File: src/sv/imm_pkg.sv
// Shared types, widths and codes for the integer matrix multiply engine.
package imm_pkg;

  localparam int MODE_W      = 2;
  localparam int ROW_W       = 6;
  localparam int COL_W       = 6;
  localparam int VALUE_W     = 16;
  localparam int PRODUCT_W   = 32;
  localparam int SIZE_W      = 7;

  localparam logic [SIZE_W-1:0] SIZE_RESET = 7'd64;

  localparam int MAX_DIM_DEF   = 64;
  localparam int ELEM_BITS_DEF = 16;

  localparam logic [MODE_W-1:0] MODE_WR_LEFT  = 2'd0;
  localparam logic [MODE_W-1:0] MODE_WR_RIGHT = 2'd1;
  localparam logic [MODE_W-1:0] MODE_COMPUTE  = 2'd2;

  typedef enum logic [1:0] {
    ST_IDLE,
    ST_RUN,
    ST_DRAIN,
    ST_DONE
  } state_t;

  typedef struct packed {
    logic clear;
    logic issue;
  } mac_ctrl_t;

endpackage

File: src/sv/imm_mac.sv
// Shared multiply-accumulate unit: one product term per cycle into a 32-bit sum.
module imm_mac import imm_pkg::*; #(
  parameter int ELEM_BITS = ELEM_BITS_DEF
) (
  input  logic                        clk,
  input  logic                        rst,
  input  mac_ctrl_t                   ctrl,
  input  logic signed [ELEM_BITS-1:0] a,
  input  logic signed [ELEM_BITS-1:0] b,
  output logic signed [PRODUCT_W-1:0] acc,
  output logic                        busy
);

  logic                        data_v;
  logic                        prod_v;
  logic signed [PRODUCT_W-1:0] a_ext;
  logic signed [PRODUCT_W-1:0] b_ext;
  logic signed [PRODUCT_W-1:0] prod;

  assign a_ext = PRODUCT_W'(a);
  assign b_ext = PRODUCT_W'(b);
  assign busy  = data_v | prod_v;

  // RAM data shows up in the cycle after the address is issued
  always_ff @(posedge clk) begin
    if (rst) begin
      data_v <= 1'b0;
      prod_v <= 1'b0;
    end else begin
      data_v <= ctrl.issue;
      prod_v <= data_v;
    end
  end

  // low 32 bits of the product are all the wrapped sum needs
  always_ff @(posedge clk) begin
    if (data_v) begin
      prod <= a_ext * b_ext;
    end
  end

  always_ff @(posedge clk) begin
    if (ctrl.clear) begin
      acc <= '0;
    end else if (prod_v) begin
      acc <= acc + prod;
    end
  end

endmodule

File: config.mk
export PLATFORM = sky130hd
export DESIGN_NAME = imm_mac
export DESIGN_NICKNAME = d
export VERILOG_FILES = /design/src/sv/imm_pkg.sv /design/src/sv/imm_mac.sv
export SDC_FILE = /design/constraint.sdc
export NUM_CORES = 1
export LEC_CHECK = 0
export BUFFER_PORTS_ARGS = -buffer_cell sky130_fd_sc_hd__buf_2
export CAP_MARGIN = 15
export CORE_MARGIN = 2
export CORE_UTILIZATION = 60
export DETAILED_ROUTE_END_ITERATION = 10
export GPL_TIMING_DRIVEN = 0
export PLACE_DENSITY = 0.78
export SLEW_MARGIN = 20
export SYNTH_ARGS = -nofsm -noshare
export SYNTH_HDL_FRONTEND = slang
export SYNTH_SLANG_ARGS = --single-unit
File: constraint.sdc
create_clock -name clk -period 16.7 [get_ports clk]
set_clock_uncertainty 0.1 [all_clocks]
set_input_delay 0.835 -clock clk [delete_from_list [all_inputs] [get_ports clk]]
set_output_delay 0.835 -clock clk [all_outputs]
set_load 0.01 [all_outputs]
==> run summary <==
status - complete, no violations
Worst path top cell family by delay - adder cells
Setup crit start kind - input port
fmax - 139.4 MHz
fin. max-slew vios - 0
Tmin final - 7174 ps
IO Pins - 69
row count - 55
largest net degree at the start of global routing - 35
mapped cell area - 13,610 sq um
ratio of cells with drive above 1 in the final layout - 6.222%
area leader, netlist - fa_1
drt total wl - 32,730 microns
Post-Syn Nets - 1,887
initial antenna violation count - 0
register area - 1643 sq um
Primary FF master, synth - dfxtp_1
Crit path depth - 22
fill cell total of the finished layout - 1,850
top post-synthesis cells by area - fa_1 39%, ha_1 10%, inv_1 9.3%, edfxtp_1 7.1%, and2_1 5.7%
post-detail-place hpwl - 27,800 microns
Most Frequent Cell on Critical Path - fa_1
Synth top area share - 38.68%
core area - 22,430 sq um
Hold Path Class - reg2reg
DR DRC count - 0
post-route antenna net violation count - 0
multi-input logic area - 10,550 sq um
Slew HR - 47.09%
Die Area - 23,910 sq um
# diodes - 0
vias in the first global route - 10,699
Critical Path RT - 16,680 ps
critical path capture point type - register
Max clock buf depth - 2
grt ovf - 0
first-pass GRT wire length - 53,980 microns
Die Span Y - 154.6 microns
clock edge transition at the registers on the reported setup and hold paths - 50 ps
max-cap viol count - 0
PostCTS Resize Cnt - 0
yosys warns - 0
final net count - 1,966
Critical-path top delay cell - fa_1
CP max stage delay - 540 ps
DRT Pass-1 Iters - 5
CP bufs+invs - 5
Via-to-Cell Ratio - 5.471
Avg WL per Cell - 17.75 microns
CTS Buf Count - 9
CTS H-tree depth - 3
Post-CTS Setup Repair Bufs - 0
most common library cells after synthesis - 336 x inv_1, 263 x fa_1, 149 x nand2_1
synthesized area per cell - 9.229 sq um
clk_lat worst skew - 340 ps
CTS tree - done
top-count cell post-synth - inv_1
Sink Count - 66
number of synthesized flops with an enable pin - 32
critical-path cell list - buf_2 -> clkbuf_1 -> nand2_1 -> fa_1 -> fa_1 -> fa_1 -> inv_1 -> fa_1 -> fa_1 -> inv_1 -> fa_1 -> inv_1 -> ha_1 -> a21o_1 -> a21o_1 -> a21o_2 -> a21oi_2 -> a21oi_2 -> or3_1 -> a41o_1 -> a21oi_1 -> xnor2_1
critical path peak fanout - 10
CTS Hold Bufs - 0
Root Driver - clkbuf_16
Setup Crit Path Kind - in2reg
number of port buffers - 68
FF+latch count, synth - 66
all-layer global routing usage - 28.90%
routability cong. - 0.9775
pre-CTS setup slack - 9250 ps
Non-Filler Instances - 1,844
DR vias - 10,089
unrepaired setup endpoints after global routing - no
hold path cells - 2
layout overhead on the synthesized area - 7.536%
Async S/R FF share, synth - 0%
Setup-failing EPs final - 0
Yosys cell types - 60
critical path arrival - 7160 ps
Synth Instances - 1,475
Starting Density - 60.68%
Die W - 154.6 microns
register area share after synthesis - 12.06%
worst-margin pin slew - 793.6 ps
part of the cycle the worst path needs - 42.96%
setup_tns - 0 ps
Finished Core Util - 65.25%
reg2reg path depth - 11
Detailed Route Iter0 Violations - 650
Final Hold Viols - 0
final worst slack - 9526 ps
placed cells - 1,828
-- metrics by stage --
stage	hold WS [ps]	area (sq um)
final	383.2	14640
after floorplan	389.7	13610
after global placement	371.4	14310
after global routing	412.3	14640
after detailed placement	379.4	14310
after CTS	392.9	14640
-- cell families (layout without fill, tap and decap cells) --
group | after synthesis | count (layout) | share of synthesized area (%)
and+or+nand+nor | 405 | 405 | 14.78
xor gates and xnor gates | 56 | 56 | 3.603
AOI/OAI and AO/OA | 173 | 173 | 8.511
muxes | 21 | 21 | 1.562
buffers and inverters | 378 | 462 | 10.42
adders and majority gates | 376 | 376 | 49.06
DFF | 66 | 66 | 12.06
-- layout make-up --
type | count | share of cell area, %
Buffer | 42 | 1.077
Clock buffer | 9 | 1.538
Clock inverter | 7 | 0.7009
Inverter | 336 | 8.615
Multi-Input combinational cell | 1031 | 72.09
Sequential cell | 66 | 11.22
Tap cell | 285 | 2.436
Timing Repair Buffer | 68 | 2.325
-- state kept, by name (all words and copies together) (netlist names) --
signal	flops
prod_v	1
data_v	1
prod	32
acc	32
-- cells in the final DEF (no fill, tap or decap), types with 19 or more instances in the layout --
cell,n
o21ai_0,26
and2_1,124
a21oi_1,41
edfxtp_1,32
fa_1,263
clkbuf_1,41
a21o_1,26
dfxtp_1,33
xnor2_1,40
inv_1,336
nor2_1,61
buf_2,68
mux2i_1,19
nand2_1,149
ha_1,113
-- tightest hold or removal path: stages (launching register included) --
cell and delay, ps:
dfxtp_1 320, nand2_1 60, o31ai_1 50
-- metal layers --
metal / part of all wire [%] / track usage (%) / up-vias
li1: - / - / 4707
met1: 42 / 38.70 / 4867
met2: 45 / 45.75 / 436
met3: 9.6 / 7.957 / 79
met4: 3.2 / 10.05 / 0
met5: 0 / 0 / -
-- path summary, 6_finish.rpt --
check,slack [ps],to,start
max,9530,prod[27],a[11]
min reg2reg,380,acc[28],acc[28]
max reg2reg,13550,acc[18],acc[0]
min,380,acc[28],acc[28]
Power is left out: the tool's default activity adds up to more than one toggle a clock period on the data nets, which glitch-free logic cannot reach.
